==> config.mk <==
export PLATFORM = sky130hd
export DESIGN_NAME = aar_div_cell
export DESIGN_NICKNAME = d
export VERILOG_FILES = /design/src/aar_div_cell.sv
export SDC_FILE = /design/constraint.sdc
export NUM_CORES = 1
export LEC_CHECK = 0
export BUFFER_PORTS_ARGS = -buffer_cell sky130_fd_sc_hd__clkbuf_2
export CORE_MARGIN = 2
export CORE_UTILIZATION = 35
export DETAILED_ROUTE_END_ITERATION = 10
export MAX_ROUTING_LAYER = met4
export PLACE_DENSITY_LB_ADDON = 0.05
export SLEW_MARGIN = 15
export SYNTH_ARGS = -nofsm -noshare
export SYNTH_HDL_FRONTEND = slang
export SYNTH_SLANG_ARGS = --single-unit
==> constraint.sdc <==
create_clock -name clk -period 6.8 [get_ports clk]
set_input_delay 1.36 -clock clk [delete_from_list [all_inputs] [get_ports clk]]
set_output_delay 1.36 -clock clk [all_outputs]
set_load 0.05 [all_outputs]
==> src/aar_div_cell.sv <==
// one quotient bit of a restoring long division
module aar_div_cell #(
  parameter int DW = 24,
  parameter int QW = 31
) (
  input  logic          clk,
  input  logic          en,
  input  logic [DW-1:0] prev_rem,
  input  logic [QW-1:0] prev_lowq,
  input  logic [DW-1:0] prev_dvs,
  output logic [DW-1:0] rem,
  output logic [QW-1:0] lowq,
  output logic [DW-1:0] dvs
);

  logic [DW:0] acc;
  logic [DW:0] diff;
  logic        ge;

  // shift in the next dividend bit and compare against the divisor
  always_comb begin
    acc  = {prev_rem, prev_lowq[QW-1]};
    diff = acc - {1'b0, prev_dvs};
    ge   = (acc >= {1'b0, prev_dvs});
  end

  // dividend bits leave at the top, quotient bits enter at the bottom
  always_ff @(posedge clk) begin
    if (en) begin
      rem  <= ge ? diff[DW-1:0] : acc[DW-1:0];
      lowq <= {prev_lowq[QW-2:0], ge};
      dvs  <= prev_dvs;
    end
  end

endmodule

Yosys cells after proc, flatten, opt, wreduce, memory -nomap -nowiden
Index checks and enable logic that the tools add are counted.
- bits in registers: 79
- latch bits: 0
- bits in writable memories: 0
- bits in read-only memories: 0
- input bits: 81
- output and inout bits: 79
- word-level logic and storage cells: 6
- memories: 0
- add/subtract/negate cells: 1
- $mul: 0
- div/mod/pow operators: 0
- order comparisons: 1
- equal/unequal tests: 0
- shifts and indexed selects: 0
- muxes and demuxes: 1
- bitwise gates (word level): 0
- reduce and logical (&&, ||, !) cells: 0
- operators with widths (kind ; count):
    greater-or-equal comparator 25 x 24 -> 1 bit ; 1
    2-to-1 mux 24 bit ; 1
    subtractor 24 bit ; 1

Depth between registers and ports, before layout
- depth after elaboration: 2
- depth in mapped cells: 11
- depth with buffers taken out: 9

Least setup slack after synthesis
OpenSTA, ideal clock, no wires.
- path kind: input to register
- start: input port prev_dvs[9]
- end: register rem[10], data pin
- setup time: 0.260 ns
- arrival time: 3.261 ns
- data required time: 6.540 ns
- path slack: 3.279 ns
- stages: 11
- buffers on the path: 2
- cell sequence: inv_1 ha_1 buf_6 and4_4 and3_4 a311oi_2 a21bo_2 nor2_8 inv_6 buf_12 mux2_4
- cells in the longest elaborated chain, start to end: 2
- elaborated cells on any way between the ends: 3
- classes of those cells: add/sub: 1; order compare: 1; mux: 1
- ends and longest elaborated chain (what ; line ; source):
    start: declaration ; 10 ; input logic [DW-1:0] prev_dvs,
    greater-or-equal comparator 25 x 24 -> 1 bit ; 24 ; ge = (acc >= {1'b0, prev_dvs});
    net ge ; 18 ; logic ge;
    2-to-1 mux 24 bit ; 30 ; rem <= ge ? diff[DW-1:0] : acc[DW-1:0];
    end signal: assignment ; 30 ;
    end: declaration ; 11 ; output logic [DW-1:0] rem,
The timed path passes the listed nets, and every way through them passes these cells.
A chain may end at the register's enable or synchronous reset.

Final worst setup path
- start: input port prev_dvs[18]
- end: register rem[13], data pin
- cells in the longest elaborated chain, start to end: 2
- ends and longest elaborated chain (what ; line):
    greater-or-equal comparator 25 x 24 -> 1 bit ; 24
    2-to-1 mux 24 bit ; 30
No other way between the ends.

==> results.sh <==
export IMPL_worst_slew_pin_slew_ps=1020
export IMPL_crit_arrival_ps=3810
export IMPL_final_layout_size_suffix_gt1_share_pct=38.3
export IMPL_fin_crit_sh_pct=54.8
export IMPL_synth_fp_nets=464
export IMPL_post_route_drc_count=0
export IMPL_crit_buf_inv=3
export IMPL_antenna_found_initial=0
export IMPL_grt_setup_unrepaired="false"
export IMPL_hold_path_depth=1
export IMPL_outcome="completed"
export IMPL_fin_nets=621
export IMPL_dpl_hpwl_um=8950
export IMPL_clockPowerShare_pct=32.9
export IMPL_cp_slowest_cell="ha_1"
export IMPL_p_sw_share_pct=33.4
export IMPL_grt_pass1_vias=3315
export IMPL_wl_per_cell_um=16.8
export IMPL_cap_violations=0
export IMPL_required_ps=6890
export IMPL_syn_area_mm2=0.00436
export IMPL_clockBufferDepth=2
export IMPL_slowest_delay_ps=420
export IMPL_fmax_mhz=268
export IMPL_dieHeight_um=116
export IMPL_cp_max_fo=15
export IMPL_rows=40
export IMPL_instances_no_fill=688
export IMPL_switchingPower_w=0.000524
export IMPL_comb_power_share_pct=28.2
export IMPL_ant_nets=0
export IMPL_grt_max_degree=80
export IMPL_grtUsageTotal_pct=18.1
export IMPL_cts_root_buf="clkbuf_16"
export IMPL_cts_setup_buffers=0
export IMPL_clk_pin_slew_worst_paths_ps=60
export IMPL_cp_cell_sequence="clkbuf_2 -> inv_1 -> ha_1 -> a21oi_1 -> o21a_1 -> o221ai_1 -> a21bo_2 -> nor2_8 -> inv_6 -> mux2_4"
export IMPL_area_delta_synth_final_pct=28.3
export IMPL_initial_core_util_pct=36.0
export IMPL_synth_main_ff_cell="edfxtp_1"
export IMPL_ys_ff_latch=79
export IMPL_drv_slew=0
export IMPL_ys_types=60
export IMPL_seqPwrFrac_pct=38.9
export IMPL_cts_resized=0
export IMPL_firstDrtPassIters=4
export IMPL_cts_hold_buf=0
export IMPL_fillers=1195
export IMPL_holdCritStartpoint="prev_lowq[21]"
export IMPL_syn_inst=358
export IMPL_port_buffers=159
export IMPL_die_w_um=116
export IMPL_tritoncts="yes"
export IMPL_ys_seq_area_share_pct=54.4
export IMPL_p_leak_nw=2.43
export IMPL_p_int_w=0.00104
export IMPL_wl_um=11600
export IMPL_syn_avg_cell_area_um2=12.2
export IMPL_finalSetupViolCount=0
export IMPL_dp_cells=672
export IMPL_ir_drop_v=0.000109
export IMPL_cts_buffers=9
export IMPL_hold_class="in2reg"
export IMPL_die_area_mm2=0.0134
export IMPL_slew_headroom_pct=31.9
export IMPL_grt_pass1_wl_um=17700
export IMPL_core_area_mm2=0.0121
export IMPL_cts_sinks=79
export IMPL_io_pin_count=160
export IMPL_synth_warning_count=0
export IMPL_drt_iter0_drc=163
export IMPL_finalCriticalPeriod_ps=3730
export IMPL_critPathTopFamily="compound AO/OA/AOI/OAI gates"
export IMPL_critPathLaunchType="input pin"
export IMPL_viasPerCell=5.02
export IMPL_synth_edff_count=79
export IMPL_synth_area_leaders="edfxtp_1 54%, ha_1 6.9%, inv_1 2.8%, a21oi_1 2.8%, nand3_1 1.8%"
export IMPL_synthArstFlopShare_pct=0
export IMPL_num_vias=3453
export IMPL_hold_violations=0
export IMPL_yosysTopAreaCell="edfxtp_1"
export IMPL_diodes=0
export IMPL_htree_levels=3
export IMPL_hold_end="lowq[22]"
export IMPL_synth_top_area_share_pct=54.4
export IMPL_gp_congestion=0.847
export IMPL_grt_overflow_total=0
export IMPL_cp_end_kind="flip-flop"
export IMPL_tns_ps=0
export IMPL_power_density_mw_per_mm2=280
export IMPL_worstSetupPathType="in2reg"
-- routing by layer --
layer	part of all wire, %	wire [um]	track usage [%]	up-vias
li1	-	-	-	1690
met1	47	5460	24.7	1613
met2	44	5060	26.4	135
met3	7.3	842	3.87	15
met4	1.9	221	6.98	0
met5	0	0	-	-
-- sequential cells by signal, summed over array words and instances, names as in the netlist --
name	count
lowq	31
dvs	24
rem	24
-- placed cells by master, fill, tap and decap left out, drive strengths merged, types with 3 or more instances in the layout --
cell type	count
a2111oi	3
a211oi	3
a21boi	4
a21oi	24
a31oi	3
and3	7
buf	3
clkbuf	168
clkinv	4
edfxtp	79
ha	24
inv	34
mux2	10
nand2	16
nand3	16
nand4	7
nor2	11
nor2b	4
nor3	13
o2111ai	3
o211ai	3
o21a	9
o21ai	15
o221ai	4
o31a	4
o31ai	7
or3	4
xnor2	8
xor2	3
-- power groups by stage --
stage               Combinational, W  Sequential (W)  Clock, W
floorplan                   0.000154        0.000795         0
global placement            0.000444        0.000619         0
detailed placement          0.000445        0.000621         0
CTS                         0.000446        0.000611  0.000530
global route                0.000478        0.000615  0.000548
finish                      0.000442        0.000610  0.000516
-- final cells by class --
cell class                      instances  area, um2  share of cell area [%]
Clock inverter                          6       85.1                    1.52
Sequential cell                        79       2370                    42.4
Timing Repair Buffer                  161        813                    14.5
Multi-Input combinational cell        230       1760                    31.4
Inverter                               34        133                    2.37
Tap cell                              168        210                    3.76
Clock buffer                           10        229                    4.09
-- worst max-delay path by stage --
stage | endpoint | slack, ps | start | cells after the start
detailed placement | rem[13] | 2710 | prev_dvs[18] | 10
finish | rem[13] | 3070 | prev_dvs[18] | 10
global placement | rem[16] | 2720 | prev_dvs[18] | 10
floorplan | rem[10] | 3280 | prev_dvs[9] | 11
CTS | rem[13] | 3050 | prev_dvs[18] | 10
global route | rem[13] | 2900 | prev_dvs[18] | 10
-- cell families (layout without fill, tap and decap cells) --
group	after synthesis	count (layout)	synth area share, %
and+or+nand+nor	88	88	11.0
adders and majority gates	25	25	7.34
xor gates and xnor gates	11	11	2.21
muxes	10	10	3.01
AOI/OAI and AO/OA	96	96	16.7
DFF	79	79	54.4
buffers and inverters	49	211	5.36
-- Yosys cell counts, types with 4 or more instances --
library cell,count
o221ai_1,4
o21ai_0,14
inv_1,33
edfxtp_1,79
and3_1,6
nor3_1,13
o31ai_1,7
mux2_4,5
nand3_1,16
nand4_1,7
buf_2,5
nand2_1,16
ha_1,24
nor2_1,10
xnor2_1,8
o21a_1,9
a21oi_1,24
clkbuf_1,6
mux2_2,5
nor2b_1,4
or3_1,4
o31a_1,4
-- per-stage QoR --
stage	worst slack, ps	instance area [um2]	hold slack, ps	total power (W)	utilization [%]
after floorplan	3280	4360	1460	0.000949	-
after global placement	2720	5280	1540	0.00106	43.6
after detailed placement	2710	5280	1540	0.00107	43.6
after CTS	3050	5600	1180	0.00159	46.2
after global routing	2900	5600	1190	0.00164	46.2
final	3070	5600	1190	0.00157	46.2
No activity file was read; power rests on OpenSTA's default activity.
