--- src/aar_pkg.sv ---
// shared types, constants and arithmetic helpers of the axis-angle rotation matrix block
package aar_pkg;

  // cordic datapath width, q.30 values with headroom
  localparam int CW = 34;
  // atan table depth
  localparam int TABLE_LEN = 24;
  // square root: radicand, root and remainder widths
  localparam int RAD_W = 48;
  localparam int ROOT_W = 24;
  localparam int REM_W = 26;
  // unit axis quotient bits, also the width of the radian angle magnitude
  localparam int UQ_W = 31;
  // axis length width and angle divisor width
  localparam int LEN_W = 24;
  localparam int ANG_DW = 29;

  localparam logic [31:0] CORDIC_GAIN = 32'h26DD3B6A;
  localparam logic [ANG_DW-1:0] DEG_DEN = 29'd450000000;
  localparam logic [ANG_DW-1:0] DEG_HALF = 29'd225000000;
  // pi times 1e7, scaled by 2^22
  localparam longint unsigned RAD_NUM = 64'd31415926 << 22;
  localparam logic [14:0] FULL_TURN = 15'd23040;
  localparam logic [14:0] HALF_TURN = 15'd11520;
  localparam logic [14:0] QUARTER_TURN = 15'd5760;

  // one result item: nine q1.14 entries row-major and the zero axis flag
  typedef struct packed {
    logic [8:0][15:0] r;
    logic             zero_axis;
  } res_t;

  // atan(2^-i) in q.30, truncated
  function automatic logic [31:0] atan_q30(input int unsigned idx);
    logic [31:0] v;
    case (idx)
      0:  v = 32'h3243F6A8;
      1:  v = 32'h1DAC6705;
      2:  v = 32'h0FADBAFC;
      3:  v = 32'h07F56EA6;
      4:  v = 32'h03FEAB76;
      5:  v = 32'h01FFD55B;
      6:  v = 32'h00FFFAAA;
      7:  v = 32'h007FFF55;
      8:  v = 32'h003FFFEA;
      9:  v = 32'h001FFFFD;
      10: v = 32'h000FFFFF;
      11: v = 32'h0007FFFF;
      12: v = 32'h0003FFFF;
      13: v = 32'h0001FFFF;
      14: v = 32'h0000FFFF;
      15: v = 32'h00007FFF;
      16: v = 32'h00003FFF;
      17: v = 32'h00001FFF;
      18: v = 32'h00000FFF;
      19: v = 32'h000007FF;
      20: v = 32'h000003FF;
      21: v = 32'h000001FF;
      22: v = 32'h000000FF;
      23: v = 32'h0000007F;
      default: v = 32'h0;
    endcase
    return v;
  endfunction

  // q.30 times q.30, rounded half up back to q.30
  function automatic logic signed [39:0] mul_q30(input logic signed [35:0] a,
                                                  input logic signed [35:0] b);
    logic signed [71:0] pr;
    pr = a * b;
    return 40'((pr + 72'sd536870912) >>> 30);
  endfunction

  // q.30 to q1.14 with rounding and saturation
  function automatic logic [15:0] to_q14(input logic signed [39:0] v);
    logic signed [39:0] t;
    logic [15:0] res;
    t = (v + 40'sd32768) >>> 16;
    if (t > 40'sd32767) res = 16'h7fff;
    else if (t < -40'sd32768) res = 16'h8000;
    else res = t[15:0];
    return res;
  endfunction

endpackage

--- src/aar_sqrt_cell.sv ---
// one digit of the restoring integer square root
module aar_sqrt_cell (
  input  logic                        clk,
  input  logic                        en,
  input  logic [aar_pkg::REM_W-1:0]   prev_rem,
  input  logic [aar_pkg::ROOT_W-1:0]  prev_root,
  input  logic [aar_pkg::RAD_W-1:0]   prev_rad,
  output logic [aar_pkg::REM_W-1:0]   rem,
  output logic [aar_pkg::ROOT_W-1:0]  root,
  output logic [aar_pkg::RAD_W-1:0]   rad
);
  import aar_pkg::*;

  logic [REM_W+1:0] acc;
  logic [REM_W+1:0] trial;
  logic [REM_W+1:0] diff;
  logic             ge;

  // bring down two radicand bits and try 4*root+1
  always_comb begin
    acc   = {prev_rem, prev_rad[RAD_W-1 -: 2]};
    trial = {{(REM_W - ROOT_W){1'b0}}, prev_root, 2'b01};
    diff  = acc - trial;
    ge    = (acc >= trial);
  end

  always_ff @(posedge clk) begin
    if (en) begin
      rem  <= ge ? diff[REM_W-1:0] : acc[REM_W-1:0];
      root <= {prev_root[ROOT_W-2:0], ge};
      rad  <= {prev_rad[RAD_W-3:0], 2'b00};
    end
  end

endmodule

--- config.mk ---
export PLATFORM = sky130hd
export DESIGN_NAME = aar_sqrt_cell
export DESIGN_NICKNAME = d
export VERILOG_FILES = /design/src/aar_pkg.sv /design/src/aar_sqrt_cell.sv
export SDC_FILE = /design/constraint.sdc
export NUM_CORES = 1
export LEC_CHECK = 0
export ABC_AREA = 1
export BUFFER_PORTS_ARGS = -buffer_cell sky130_fd_sc_hd__buf_2
export CAP_MARGIN = 40
export CORE_MARGIN = 5
export CORE_UTILIZATION = 45
export CTS_CLUSTER_SIZE = 10
export DETAILED_ROUTE_END_ITERATION = 12
export PLACE_DENSITY = 0.72
export SYNTH_ARGS = -nofsm -noshare
export SYNTH_HDL_FRONTEND = slang
export SYNTH_SLANG_ARGS = --single-unit
--- constraint.sdc ---
create_clock -name clk -period 5.5 [get_ports clk]
set_clock_uncertainty 0.05 [all_clocks]
set_input_delay 0.55 -clock clk [delete_from_list [all_inputs] [get_ports clk]]
set_output_delay 0.55 -clock clk [all_outputs]
set_load 0.01 [all_outputs]
**After elaboration in Yosys (flattened, before gate mapping)**

Index checks and enable logic that the tools add are counted.

- Bits in registers: 96
- Bits of input ports: 100
- Output and inout port bits: 98
- Logic and storage cells: 6

- Add/sub/neg operators: 1
- Order comparisons: 1
- Multiplexer cells: 1

Operator list:

| operator | count |
|---|---|
| $ge 28x26->1 | 1 |
| $mux 26 | 1 |
| $sub 26x26->26 | 1 |

**Logic depth before layout (Yosys ltp)**

- Word-level depth: 2
- Mapped depth: 14
- Mapped depth without buffers: 14

**Worst setup path before layout**

OpenSTA, ideal clock, no wires.

- Path type: input to register
- From: input port prev_root[12] (netlist name)
- To: register rem[22] (netlist name) (data pin)
- Library setup time: 0.253 ns
- Data arrival time: 1.948 ns
- Data required time: 5.197 ns
- Path slack: 3.248 ns
- Cell stages on the path: 14
- Buffers on the path: 2
- Path through: inv_1 > ha_1 > nand2_2 > inv_1 > nand2_1 > nand2_1 > nand2_1 > nand2_1 > a21oi_4 > nand3_2 > buf_6 > buf_6 > nand3_1 > nand2_1

- Longest elaborated chain between the ends: 2
- Elaborated cells between the ends (all ways): 3
- Classes of those cells: 1 x add/sub; 1 x order compare; 1 x mux

Ends and longest elaborated chain:

| element | line | text |
|---|---|---|
| start, declared | aar_sqrt_cell.sv:6 | `input logic [aar_pkg::ROOT_W-1:0] prev_root,` |
| $ge 28x26->1 | aar_sqrt_cell.sv:24 | `ge = (acc >= trial);` |
| named net ge | aar_sqrt_cell.sv:17 | `logic ge;` |
| $mux 26 | aar_sqrt_cell.sv:29 | `rem <= ge ? diff[REM_W-1:0] : acc[REM_W-1:0];` |
| end signal, assigned | aar_sqrt_cell.sv:29 |  |
| end, declared | aar_sqrt_cell.sv:8 | `output logic [aar_pkg::REM_W-1:0] rem,` |

The timed path passes the listed nets, and every way through them passes these cells.
A chain may end at the register's enable or synchronous reset.

**Worst setup path in the final report**

- From: input port prev_rem[13] (netlist name)
- To: register rem[7] (netlist name) (data pin)

- Longest elaborated chain between the ends: 2

Ends and longest elaborated chain:

| element | line | text |
|---|---|---|
| start, declared | aar_sqrt_cell.sv:5 | `input logic [aar_pkg::REM_W-1:0] prev_rem,` |
| $ge 28x26->1 | aar_sqrt_cell.sv:24 |  |
| $mux 26 | aar_sqrt_cell.sv:29 |  |

No other way between the ends.

==> impl_metrics.tcl <==
set metrics [dict create \
    worstHoldStart "prev_rad[39]" \
    maxSlewHeadroom_pct 48.5 \
    async_flop_share_pct 0 \
    synth-seq-area-share_pct 54.5 \
    final_hold_viol_count 0 \
    synth-warning-count 0 \
    drt-total-wl_um 14600 \
    synth_edf_count 96 \
    synth_cell_type_count 28 \
    setup_viol_count_final 0 \
    final.period_utilization_pct 55.0 \
    critPathKind "primary input to flip-flop" \
    initial_utilization_pct 46.2 \
    path_max_fanout 39 \
    drc 0 \
    hold_path_depth 1 \
    max_freq_mhz 330 \
    path_clk_slew_ns 0.07 \
    io_buffer_count 195 \
    synth_area_um2 5290 \
    cts-root-buf "clkbuf_16" \
    tightestPinTransition_ns 0.773 \
    ys.flop_type "edfxtp_1" \
    numCtsBuffers 9 \
    fin_nets 922 \
    synth_fa_ha_area_share_pct 6.15 \
    hold_path_class "primary input to flip-flop" \
    grt_use_total_pct 20.8 \
    wl_per_cell_um 15.4 \
    crit_arrival_ns 3.13 \
    hold_buffers 0 \
    antenna_cells 0 \
    p_leak_uw 0.00353 \
    p_per_area_nw_per_um2 296 \
    syn_avg_cell_area_um2 8.85 \
    drtIter0Drc 308 \
    cts_resized 0 \
    grt_antenna_before_repair 0 \
    die_w_um 118 \
    drt-pass1-iter-count 4 \
    tns_ns 0 \
    htreeDepth 3 \
    regArea_um2 2880 \
    grt_max_degree 65 \
    die_y_um 118 \
    synth_mux_area_share_pct 0 \
    cts_setup_buffers 0 \
    area_delta_synth_final_pct 26.9 \
    startpoint_type "primary input" \
    ant_nets 0 \
    viasPerCell 4.78 \
    syn_inst 598 \
    crit_required_ns 5.60 \
    synth_top_family_by_area "simple AND/OR/NAND/NOR gates" \
    setup_slack_ns 2.47 \
    core_um2 11500 \
    overflow 0 \
    status "complete, no violations" \
    vias 4512 \
    drive_gt1_share_pct 27.2 \
    synth_xor_area_share_pct 2.15 \
    clock_sink_count 96 \
    synth_area_leaders "edfxtp_1 (54%), nand2_1 (14%), inv_1 (8.9%)" \
    dp_slack_ns 2.07 \
    ys_ff_latch 96 \
    die_area_um2 14000 \
    ir_worst_vdd_mv 0.313 \
    rsz0062_at_grt "no" \
    grt_pass1_wl_um 23100 \
    cts_tree "yes" \
    place_congestion 0.856 \
    clock_path_buffers 2 \
    synth-simple-area-share_pct 23.6 \
    synth_compound_area_share_pct 3.43 \
    slew_violations 0 \
    synth_top_cell_by_area "edfxtp_1" \
    synth_common_cells "nand2_1 (204), inv_1 (126), edfxtp_1 (96)" \
    pin_count 198 \
    synth.most_common_cell "nand2_1" \
    hpwl_um 11600 \
    crit_path_end_kind "flip-flop" \
    min_period_ns 3.03 \
    grt_pass1_vias 4575 \
    cap_violations 0 \
    fillers 1042 \
    multi_input_area_um2 1880 \
    row_count 39 \
    yosysTopAreaCellShare_pct 54.5 \
    hold_path_end "rad[41]" \
]
-- flip-flops by register name, summed over array words and instances, names as in the netlist --
signal,flops
rad,46
root,24
rem,26
-- per-stage QoR --
stage	area (µm²)	cells	util, %	hold slack, ns	power [µW]
floorplan	5300	599	-	0.599	1160
global placement	6400	928	55.8	0.677	1330
detailed placement	6400	928	55.8	0.679	1340
CTS	6720	944	58.6	0.316	2010
global route	6720	944	58.6	0.312	2090
finish	6720	944	58.6	0.322	1990
-- placed cells by master, fill, tap and decap left out --
cell type  Yosys  routed
nand3_2        3       3
clkinv_4       0       1
nor3b_1        1       1
nor4_1         1       1
clkbuf_16      0       9
bufinv_16      0       2
inv_6          0       2
clkinv_1       0       1
o21ai_0       13      13
nand4_1       20      20
buf_4          2       2
a21oi_4        1       1
nand2_1      204     204
and2_1         1       1
buf_2          2     194
edfxtp_1      96      96
xnor2_1        1       1
nand3b_1       4       4
o21bai_1       3       3
nand3_1       27      27
xor2_1        12      12
inv_1        126     126
nor2_1        29      29
a21oi_1       14      14
nand2_2        2       2
clkbuf_1       3       1
conb_1         1       2
nor3_2         1       1
a21o_1         1       1
ha_1          26      26
nor2_4         1       1
-- routing by layer --
layer	global-route usage [%]	part of all wire, %	vias to the layer above
met5	0	0	-
met4	5.95	1.7	0
met3	5.54	7.0	18
met2	36.5	49	157
met1	25.2	43	2036
li1	-	-	2301
-- worst max-delay path: stages --
cell and delay [ns]:
buf_2 0.12, ha_1 0.36, a21oi_1 0.23, nand2_1 0.11, nand2_1 0.06, nand2_1 0.09, a21oi_4 0.43, nand3_2 0.70
o21ai_0 0.46
-- area by class of cell --
cell class	count	share of cell area, %
well taps	143	2.66
flip-flops and latches	96	42.9
inverters	126	7.04
repair buffers	196	14.7
multi-input cells	367	27.9
clock inverters	6	1.34
clock buffers	10	3.41
-- cell families after synthesis --
group	Yosys count
and+or+nand+nor	294
buffers and inverters	136
DFF	96
AOI/OAI and AO/OA	32
adders and majority gates	26
xor gates and xnor gates	13
other	1
-- how the worst max path moves through the flow --
stage / to / slack (ns) / startpoint / depth (start not counted)
after floorplan: rem[22] / 3.25 / prev_root[12] / 14
after global placement: rem[25] / 2.22 / prev_rem[13] / 10
after detailed placement: rem[7] / 2.07 / prev_rem[13] / 9
after CTS: rem[7] / 2.43 / prev_rem[13] / 9
after global routing: rem[7] / 2.14 / prev_root[13] / 10
final: rem[7] / 2.47 / prev_rem[13] / 9
-- where the power goes --
part	internal, µW	switching [µW]	leakage, µW
combinational	155	253	0.00244
clock	401	274	0.000155
sequential	893	15.4	0.000939
No activity file was read; power rests on OpenSTA's default activity.
