## config.mk

```make
export PLATFORM = sky130hd
export DESIGN_NAME = aar_cordic_cell
export DESIGN_NICKNAME = d
export VERILOG_FILES = /design/src/aar_pkg.sv /design/src/aar_cordic_cell.sv
export SDC_FILE = /design/constraint.sdc
export NUM_CORES = 1
export LEC_CHECK = 0
export BUFFER_PORTS_ARGS = -buffer_cell sky130_fd_sc_hd__buf_4
export CAP_MARGIN = 20
export CORE_MARGIN = 8
export CORE_UTILIZATION = 60
export CTS_CLUSTER_SIZE = 16
export DETAILED_ROUTE_END_ITERATION = 16
export GPL_ROUTABILITY_DRIVEN = 1
export HOLD_SLACK_MARGIN = 0.05
export PLACE_DENSITY_LB_ADDON = 0.1
export SLEW_MARGIN = 20
export SYNTH_ARGS = -nofsm -noshare
export SYNTH_HDL_FRONTEND = slang
export SYNTH_SLANG_ARGS = --single-unit
```

## constraint.sdc

```tcl
create_clock -name clk -period 6.1 [get_ports clk]
set_clock_uncertainty 0.2 [all_clocks]
set_input_delay 0.305 -clock clk [delete_from_list [all_inputs] [get_ports clk]]
set_output_delay 0.305 -clock clk [all_outputs]
set_load 0.01 [all_outputs]
```

## src/aar_pkg.sv

```systemverilog
// shared types, constants and arithmetic helpers of the axis-angle rotation matrix block
package aar_pkg;

  // cordic datapath width, q.30 values with headroom
  localparam int CW = 34;
  // atan table depth
  localparam int TABLE_LEN = 24;
  // square root: radicand, root and remainder widths
  localparam int RAD_W = 48;
  localparam int ROOT_W = 24;
  localparam int REM_W = 26;
  // unit axis quotient bits, also the width of the radian angle magnitude
  localparam int UQ_W = 31;
  // axis length width and angle divisor width
  localparam int LEN_W = 24;
  localparam int ANG_DW = 29;

  localparam logic [31:0] CORDIC_GAIN = 32'h26DD3B6A;
  localparam logic [ANG_DW-1:0] DEG_DEN = 29'd450000000;
  localparam logic [ANG_DW-1:0] DEG_HALF = 29'd225000000;
  // pi times 1e7, scaled by 2^22
  localparam longint unsigned RAD_NUM = 64'd31415926 << 22;
  localparam logic [14:0] FULL_TURN = 15'd23040;
  localparam logic [14:0] HALF_TURN = 15'd11520;
  localparam logic [14:0] QUARTER_TURN = 15'd5760;

  // one result item: nine q1.14 entries row-major and the zero axis flag
  typedef struct packed {
    logic [8:0][15:0] r;
    logic             zero_axis;
  } res_t;

  // atan(2^-i) in q.30, truncated
  function automatic logic [31:0] atan_q30(input int unsigned idx);
    logic [31:0] v;
    case (idx)
      0:  v = 32'h3243F6A8;
      1:  v = 32'h1DAC6705;
      2:  v = 32'h0FADBAFC;
      3:  v = 32'h07F56EA6;
      4:  v = 32'h03FEAB76;
      5:  v = 32'h01FFD55B;
      6:  v = 32'h00FFFAAA;
      7:  v = 32'h007FFF55;
      8:  v = 32'h003FFFEA;
      9:  v = 32'h001FFFFD;
      10: v = 32'h000FFFFF;
      11: v = 32'h0007FFFF;
      12: v = 32'h0003FFFF;
      13: v = 32'h0001FFFF;
      14: v = 32'h0000FFFF;
      15: v = 32'h00007FFF;
      16: v = 32'h00003FFF;
      17: v = 32'h00001FFF;
      18: v = 32'h00000FFF;
      19: v = 32'h000007FF;
      20: v = 32'h000003FF;
      21: v = 32'h000001FF;
      22: v = 32'h000000FF;
      23: v = 32'h0000007F;
      default: v = 32'h0;
    endcase
    return v;
  endfunction

  // q.30 times q.30, rounded half up back to q.30
  function automatic logic signed [39:0] mul_q30(input logic signed [35:0] a,
                                                  input logic signed [35:0] b);
    logic signed [71:0] pr;
    pr = a * b;
    return 40'((pr + 72'sd536870912) >>> 30);
  endfunction

  // q.30 to q1.14 with rounding and saturation
  function automatic logic [15:0] to_q14(input logic signed [39:0] v);
    logic signed [39:0] t;
    logic [15:0] res;
    t = (v + 40'sd32768) >>> 16;
    if (t > 40'sd32767) res = 16'h7fff;
    else if (t < -40'sd32768) res = 16'h8000;
    else res = t[15:0];
    return res;
  endfunction

endpackage

```

## src/aar_cordic_cell.sv

```systemverilog
// one micro-rotation of the cordic sine/cosine rotator
module aar_cordic_cell #(
  parameter int STAGE = 0
) (
  input  logic                          clk,
  input  logic                          en,
  input  logic signed [aar_pkg::CW-1:0] prev_x,
  input  logic signed [aar_pkg::CW-1:0] prev_y,
  input  logic signed [aar_pkg::CW-1:0] prev_z,
  output logic signed [aar_pkg::CW-1:0] x,
  output logic signed [aar_pkg::CW-1:0] y,
  output logic signed [aar_pkg::CW-1:0] z
);
  import aar_pkg::*;

  logic signed [CW-1:0] dx;
  logic signed [CW-1:0] dy;
  logic signed [CW-1:0] ang;

  // floor shifts and the angle step of this stage
  always_comb begin
    dx  = prev_y >>> STAGE;
    dy  = prev_x >>> STAGE;
    ang = $signed({{(CW-32){1'b0}}, atan_q30(STAGE)});
  end

  // rotate toward zero residual angle
  always_ff @(posedge clk) begin
    if (en) begin
      if (!prev_z[CW-1]) begin
        x <= prev_x - dx;
        y <= prev_y + dy;
        z <= prev_z - ang;
      end else begin
        x <= prev_x + dx;
        y <= prev_y - dy;
        z <= prev_z + ang;
      end
    end
  end

endmodule

```

# [Word-level counts from Yosys, hierarchy flattened]
# Index checks and enable logic that the tools add are counted.
[word_totals] ff_bits=102 input_bits=104 out_inout_bits=102
[op_classes] n_addsub=5 muxes=3
[ops] op="34-bit two-way mux" count=3
[ops] op="34-bit subtractor" count=2
[ops] op="34-bit by 31-bit adder with 34-bit output (second input constant)" count=1
[ops] op="34-bit adder" count=1
[ops] op="34-bit by 31-bit subtractor with 34-bit output (second input constant)" count=1

# [Logic depth before layout (Yosys ltp)]
# Gate-level depths: netlist of run 1.
[logic_depth] depth_word=2 ltp_mapped=13 ltp_nobuf=12

# [Least setup slack after synthesis of run 1]
# OpenSTA, ideal clock, no wires.
[synth_path] path_kind="input to register" start="input port prev_z[33] in the netlist's numbering" end="register z[32] in the netlist's numbering, data pin" setup_time_ns=0.258 arrival_ns=3.308 slack_ns=2.335 stages=13 path_cell_list="inv_1 clkbuf_1 clkbuf_1 ha_1 and3_1 and3_1 o2111ai_1 a311oi_1 nand3b_1 a31o_2 a31o_2 a21oi_1 xnor2_1"
[synth_via] elab_chain_cells=1
[synth_lines] element="from (decl)" line_no="aar_cordic_cell.sv:9" source="input logic signed [aar_pkg::CW-1:0] prev_z,"
[synth_lines] element="34-bit two-way mux" line_no="aar_cordic_cell.sv:30" source="if (!prev_z[CW-1]) begin"
[synth_lines] element="to (signal assigned)" line_no="aar_cordic_cell.sv:33" source="z <= prev_z - ang;"
[synth_lines] element="to (signal assigned)" line_no="aar_cordic_cell.sv:37" source="z <= prev_z + ang;"
[synth_lines] element="to (decl)" line_no="aar_cordic_cell.sv:12" source="output logic signed [aar_pkg::CW-1:0] z"
# Every way passes these cells.
# A chain may end at the register's enable or synchronous reset.

# [Worst setup path after layout of run 1]
# Same ends and word-level chain as after synthesis.

==> results of run 1 <==
[power by group through the flow]
stage | registers (W) | logic [W] | clock network (W)
after floorplan | 0.00103 | 0.000617 | 0
after CTS | 0.000958 | 0.00112 | 0.000583
after detailed placement | 0.000974 | 0.00111 | 0
after global routing | 0.000966 | 0.00122 | 0.000607
after global placement | 0.000969 | 0.00110 | 0
final | 0.000958 | 0.00113 | 0.000580
[cell type report]
cell class | instances | area share [%]
Inverter | 110 | 3.350
Sequential cell | 101 | 24.60
Tap cell | 225 | 2.284
Multi-Input combinational cell | 952 | 54.46
Timing Repair Buffer | 212 | 12.99
Clock inverter | 7 | 0.4872
Clock buffer | 9 | 1.827
[metal layers]
metal,vias up,global-route usage [%],routed length (um)
met5,-,0,0
met4,0,6.884,582
li1,4718,-,-
met2,509,44.68,14520
met3,40,4.586,2947
met1,4567,38.14,13340
[synthesized netlist by cell type (4+ instances only)]
master    count  share of area [%]
a211oi_1     15                1.1
a21o_1       37                2.7
a21oi_1     143                6.9
a221o_1       4               0.39
a22oi_1       4               0.29
a311oi_1      4               0.34
a31o_2        4               0.34
a31oi_1      10               0.60
and3_1        9               0.54
buf_1         5               0.18
buf_2        15               0.72
clkbuf_1     22               0.79
edfxtp_1    101                 29
fa_1          4               0.77
ha_1        128                 15
inv_1       106                3.8
mux2i_1      15                1.4
nand2_1      69                2.5
nand2b_1     14               0.84
nand3_1      18               0.87
nand4_1      15               0.90
nor2_1      108                3.9
nor2b_1      20                1.2
nor3_1       28                1.3
nor3b_1       4               0.29
nor4_1        9               0.54
o211ai_1      8               0.58
o21a_1        9               0.65
o21ai_0      77                3.7
o21ai_1       7               0.34
o21bai_1     25                1.8
o31ai_1       5               0.36
o41ai_1       4               0.34
or3_1         5               0.30
xnor2_1      69                5.8
xor2_1       19                1.6
[worst max-delay path, cell delays in order]
cell and delay [ns]:
buf_4 0.42, inv_1 0.59, ha_1 0.56, and3_1 0.22, and3_1 0.20, o2111ai_1 0.17
a311oi_1 0.15, nand3b_1 0.28, a31o_2 0.31, a31o_2 0.20, a21oi_1 0.17, xnor2_1 0.08
[kinds of logic after synthesis]
kind of cell | after synthesis
xor gates and xnor gates | 88
muxes | 15
AOI/OAI and AO/OA | 403
DFF | 101
and+or+nand+nor | 314
buffers and inverters | 159
adders and majority gates | 132
[through the flow]
step                      worst slack [ns]  cells  power, W  util, %
after floorplan                      2.335   1212  0.001644        -
after global placement               2.094   1596  0.002066    70.12
after detailed placement             2.047   1596  0.002082    70.12
after CTS                            2.430   1616  0.002658    72.02
after global routing                 2.143   1616  0.002794    72.02
final                                2.362   1616  0.002667    72.02
[repair_timing]
action / CTS / global route
hold buffers: 4 / 0
resized for setup: 0 / 0
endpoints found under the hold margin: 4 / 0
[worst max path at each step]
stage / end / slack (ns) / cells past startpoint
2_1_floorplan: z[32] / 2.33 / 13
3_3_place_gp: z[32] / 2.09 / 12
3_5_place_dp: z[31] / 2.05 / 12
4_1_cts: z[31] / 2.43 / 12
5_1_grt: z[31] / 2.14 / 12
6_report: z[32] / 2.36 / 12
[registers in the layout, summed over array words and instances, names as in the netlist]
| signal | count |
|---|---|
| x | 34 |
| y | 33 |
| z | 34 |
==> results.yml, run 1 <==
power:
  switching_share_pct: 36.86
  p_leak_nw: 5.559
  pwr-share-clk_pct: 21.7
  p_int_w: 0.001684
  p_comb_share_pct: 42.3
  power.switching_w: 0.0009830
  p_seq_share_pct: 35.9
  ir_worst_vdd_mv: 0.1429
  powerDensity_mw_per_mm2: 216.3
synth:
  synth_compound_area_share_pct: 25.06
  synth.avg_cell_area_um2: 8.578
  syn_area_mm2: 0.01040
  synth_fa_ha_area_share_pct: 16.18
  synth_top_family_by_area: "compound AO/OA/AOI/OAI gates"
  syn_inst: 1212
  synth_warnings: 0
  synth_cell_type_count: 81
  synthMuxAreaShare_pct: 1.444
  async_reset_ff_share_pct: 0
  yosysSeqAreaShare_pct: 29.17
  synthSimpleGateAreaFrac_pct: 14.48
  synth-xor-area-share_pct: 7.414
  syn_nets: 1448
  synth_seq_cells: 101
  synth-main-ff-cell: "edfxtp_1"
  synth-edff-count: 101
sta:
  min_period_ns: 3.738
  max_slew_margin_pct: 34.43
  slew_viol_final: 0
  holdWs_ns: 0.1300
  rsz0062_at_grt: "no"
  worst-slew-pin-transition_ns: 0.9825
  finalHoldViolCount: 0
  period_share_pct: 61.28
  tns_ns: 0
  setup_viol_count_final: 0
  fmax_mhz: 267.5
setup_path:
  startpoint: "prev_z[33]"
  startpoint_type: "input port"
  required_ns: 6.02
  crit_type: "in2reg"
  crit_fanout: 46
  end_kind: "flip-flop"
  worstPathArrival_ns: 3.66
route:
  drtIter0Drc: 937
  vias: 9834
  final_antenna_net_count: 0
  vias_per_cell: 6.085
  route.detailed.drc: 0
  routed_wl_mm: 31.39
  drt-wirelength-per-cell_um: 19.42
  drtPass1Iterations: 6
grt:
  grt_use_total_pct: 27.76
  antenna_found_initial: 0
  grt_start_max_net_pins: 65
  grt_pass1_wl_mm: 49.28
  gr-total-overflow: 0
  grt_pass1_vias: 9174
clock_network:
  cts_buffers: 9
  cts_tree: "yes"
  cts.sinks: 101
  h-tree-depth: 3
  clock_path_buffers: 2
  clkTransAtPathRegs_ns: 0.08
  postCtsSetupBuffers: 0
  root_buffer: "clkbuf_16"
floorplanning:
  ios: 206
  die_w_um: 147.6
  dieHeight_um: 147.6
  initial_core_util_pct: 60.74
  num_rows: 48
  core_mm2: 0.01712
  die-area_mm2: 0.02179
cells_and_area:
  drive_above_1_share_pct: 18.48
  area_growth_pct: 18.57
  diodes: 0
  nNetsFinal: 1622
  final_cell_mix: "208 x buf_4, 143 x a21oi_1, 128 x ha_1"
  ff_latch_area_mm2: 0.003033
  fillers: 1352
  multi_input_area_mm2: 0.006713
  final_cell_area_mm2: 0.01233
  layout_commonest_cell: "buf_4"
min_path:
  holdPathEnd: "z[4]"
  hold_path_class: "in2reg"
  hp-start: "prev_z[4]"
  whs_path_depth: 2
place:
  io_buffers: 205
  placed_area_mm2: 0.01200
  post-dp-hpwl_mm: 24.86
  gp_congestion: 0.9628
flow_run:
  maxCapViolCount: 0
outcome:
  status: "completed"
(Power assumes the default switching activity.)
==> inputs of run 2 (changes only) <==
--- a/config.mk
+++ b/config.mk
@@ -5,10 +5,11 @@
 export SDC_FILE = /design/constraint.sdc
 export NUM_CORES = 1
 export LEC_CHECK = 0
+export ABC_AREA = 1
 export BUFFER_PORTS_ARGS = -buffer_cell sky130_fd_sc_hd__buf_4
 export CAP_MARGIN = 20
 export CORE_MARGIN = 8
-export CORE_UTILIZATION = 60
+export CORE_UTILIZATION = 53
 export CTS_CLUSTER_SIZE = 16
 export DETAILED_ROUTE_END_ITERATION = 16
 export GPL_ROUTABILITY_DRIVEN = 1
==> constraint.sdc (replaced) <==
create_clock -name clk -period 3.33 [get_ports clk]
set_clock_uncertainty 0.2 [all_clocks]
set_input_delay 0.1665 -clock clk [delete_from_list [all_inputs] [get_ports clk]]
set_output_delay 0.1665 -clock clk [all_outputs]
set_load 0.01 [all_outputs]
==> run 2 against run 1 <==
Effect of this change:
- worst hold slack worse by 0.091 ns
- highest routed layer unchanged
- via count rose by 32%
- critical path type unchanged
- critical path depth increased by 3
- largest power group unchanged
- first-iteration DRC count is 48% higher
- power rose by 92%
- worst setup slack got worse by 2.0 ns
- area after synthesis increased by 13%
- sequential power rose by 78%
- largest cell class unchanged
- utilization is 8.7 points lower
==> results.yml, run 2 <==
outcome:
  status: "completed"
sta:
  setup_viol_count_final: 0
  slew_viol_final: 0
  max_slew_margin_pct: 50.33
  period_share_pct: 88.62
  tns_ns: 0
  finalHoldViolCount: 0
  min_period_ns: 2.951
  rsz0062_at_grt: "no"
  fmax_mhz: 338.9
  layout_setup_ws_ns: 0.3790
  holdWs_ns: 0.03908
  worst-slew-pin-transition_ns: 0.7450
cells_and_area:
  area_growth_pct: 17.56
  drive_above_1_share_pct: 13.43
  diodes: 0
  top_regs: "x x34, z x34, y x33"
  fillers: 2057
  final_cell_area_mm2: 0.01382
  nNetsFinal: 2182
  layout_commonest_cell: "nand2_1"
  final_cell_mix: "475 x nand2_1, 229 x inv_1, 209 x buf_4"
floorplanning:
  num_rows: 54
  ios: 206
  dieHeight_um: 164.9
  die_w_um: 164.9
  core_mm2: 0.02182
  initial_core_util_pct: 53.85
  die-area_mm2: 0.02720
place:
  gp_congestion: 1.007
  io_buffers: 205
  post-place-ws_ns: 0.5340
  placed_area_mm2: 0.01345
  post-dp-hpwl_mm: 34.78
setup_path:
  required_ns: 3.27
  startpoint_type: "input port"
  crit_type: "in2reg"
  end_kind: "flip-flop"
  worstPathArrival_ns: 2.89
  crit_fanout: 4
synth:
  synth-edff-count: 101
  synth-main-ff-cell: "edfxtp_1"
  synth_cell_type_count: 42
  yosysSeqAreaShare_pct: 25.81
  post-synth-top-count-cell: "nand2_1"
  synth.avg_cell_area_um2: 6.678
  synth.largest_area_cell: "edfxtp_1"
  synthTopCellsByCount: "475 x nand2_1, 229 x inv_1, 164 x a21oi_1"
  synth_area_leaders: "edfxtp_1 26%, nand2_1 15%, ha_1 14%"
  synth_top_area_share_pct: 25.81
  synth_seq_cells: 101
  syn_inst: 1760
  synth_warnings: 0
  async_reset_ff_share_pct: 0
  syn_area_mm2: 0.01175
  syn_nets: 1996
flow_run:
  maxCapViolCount: 0
route:
  drtPass1Iterations: 8
  routed_wl_mm: 41.97
  vias_per_cell: 5.819
  drt-wirelength-per-cell_um: 18.81
  drtIter0Drc: 1388
  route.detailed.drc: 0
  vias: 12980
  final_antenna_net_count: 0
clock_network:
  cts_buffers: 9
  cts_tree: "yes"
  clock_path_buffers: 2
  cts-resized-gates: 0
  clkTransAtPathRegs_ns: 0.09
  cts_hold_buf: 6
  root_buffer: "clkbuf_16"
  postCtsSetupBuffers: 0
  h-tree-depth: 3
  cts.sinks: 101
grt:
  gr-total-overflow: 0
  grt_pass1_vias: 12740
  grt_use_total_pct: 30.18
  grt_start_max_net_pins: 79
  grt_pass1_wl_mm: 65.06
  antenna_found_initial: 0
power:
  ir_worst_vdd_mv: 0.2391
  design_power_total_w: 0.005111
  p_leak_nw: 6.894
  powerDensity_mw_per_mm2: 369.9
min_path:
  hold_path_class: "in2reg"
-- run 2: changes by cell type in the layout (fill, tap and decap cells not counted), moves of 30 or more --
cell / delta
inv_1: +123
nor2_1: +46
nand3_1: +145
o21ai_0: +30
nand2_1: +406
xnor2_1: -66
-- run 2: routing by layer --
layer  vias to the layer above  part of all wire, %  global-route usage [%]
met4                         0                  3.7                   11.92
met1                      5999                   41                   38.59
met3                       112                  9.3                   5.085
met2                       687                   46                   49.94
li1                       6185                    -                       -
met5                         -                    0                       0
-- run 2: cells by family (layout without fill, tap and decap cells) --
logic type               after synthesis  count (layout)  share of synthesized area, %
AO/OA/AOI/OAI                        343             343                         16.02
XOR/XNOR                              50              50                         3.726
adder cells (fa/ha/maj)              132             132                         14.31
buffers and inverters                277             468                         9.582
flip-flops                           101             101                         25.81
AND/OR/NAND/NOR                      857             857                         30.55
-- run 2: worst max-delay path, cell delays in order --
cell,delay (ns)
dlygate4sd3_1,0.53
buf_4,0.12
inv_1,0.04
ha_1,0.23
fa_1,0.42
o21ai_1,0.50
nand2_1,0.10
nand2_1,0.15
nand2_1,0.06
nand2_1,0.20
nand2_1,0.10
nand2_1,0.08
nand2_1,0.04
nand3_1,0.08
nand2_1,0.06
-- run 2: through the flow --
step	utilization [%]	instances
floorplan	-	1760
detailed placement	61.64	2209
CTS	63.31	2231
global placement	61.64	2209
finish	63.31	2231
global route	63.31	2231
-- run 2: area by class of cell --
cell class              instances  area, um^2  area share, %
clock buffers                   9       225.2          1.630
clock inverters                 7       78.83         0.5705
inverters                     236       885.9          6.412
multi-input cells            1382        7594          54.96
flip-flops and latches        101        3033          21.95
well taps                     280       350.3          2.536
repair buffers                216        1649          11.94
-- run 2: path summary, 6_finish.rpt --
path | slack (ns) | cells after the start | endpoint | start
hold / removal | 0.04 | 1 | x[24] | en
setup / recovery | 0.38 | 15 | y[32] | prev_y[0]
-- run 2: power by group --
group	internal [W]	leakage, nW	switching (W)
clock	0.000535	0.148	0.000596
sequential	0.00165	0.987	0.0000668
combinational	0.000823	5.76	0.00144
total	0.00300	6.89	0.00211
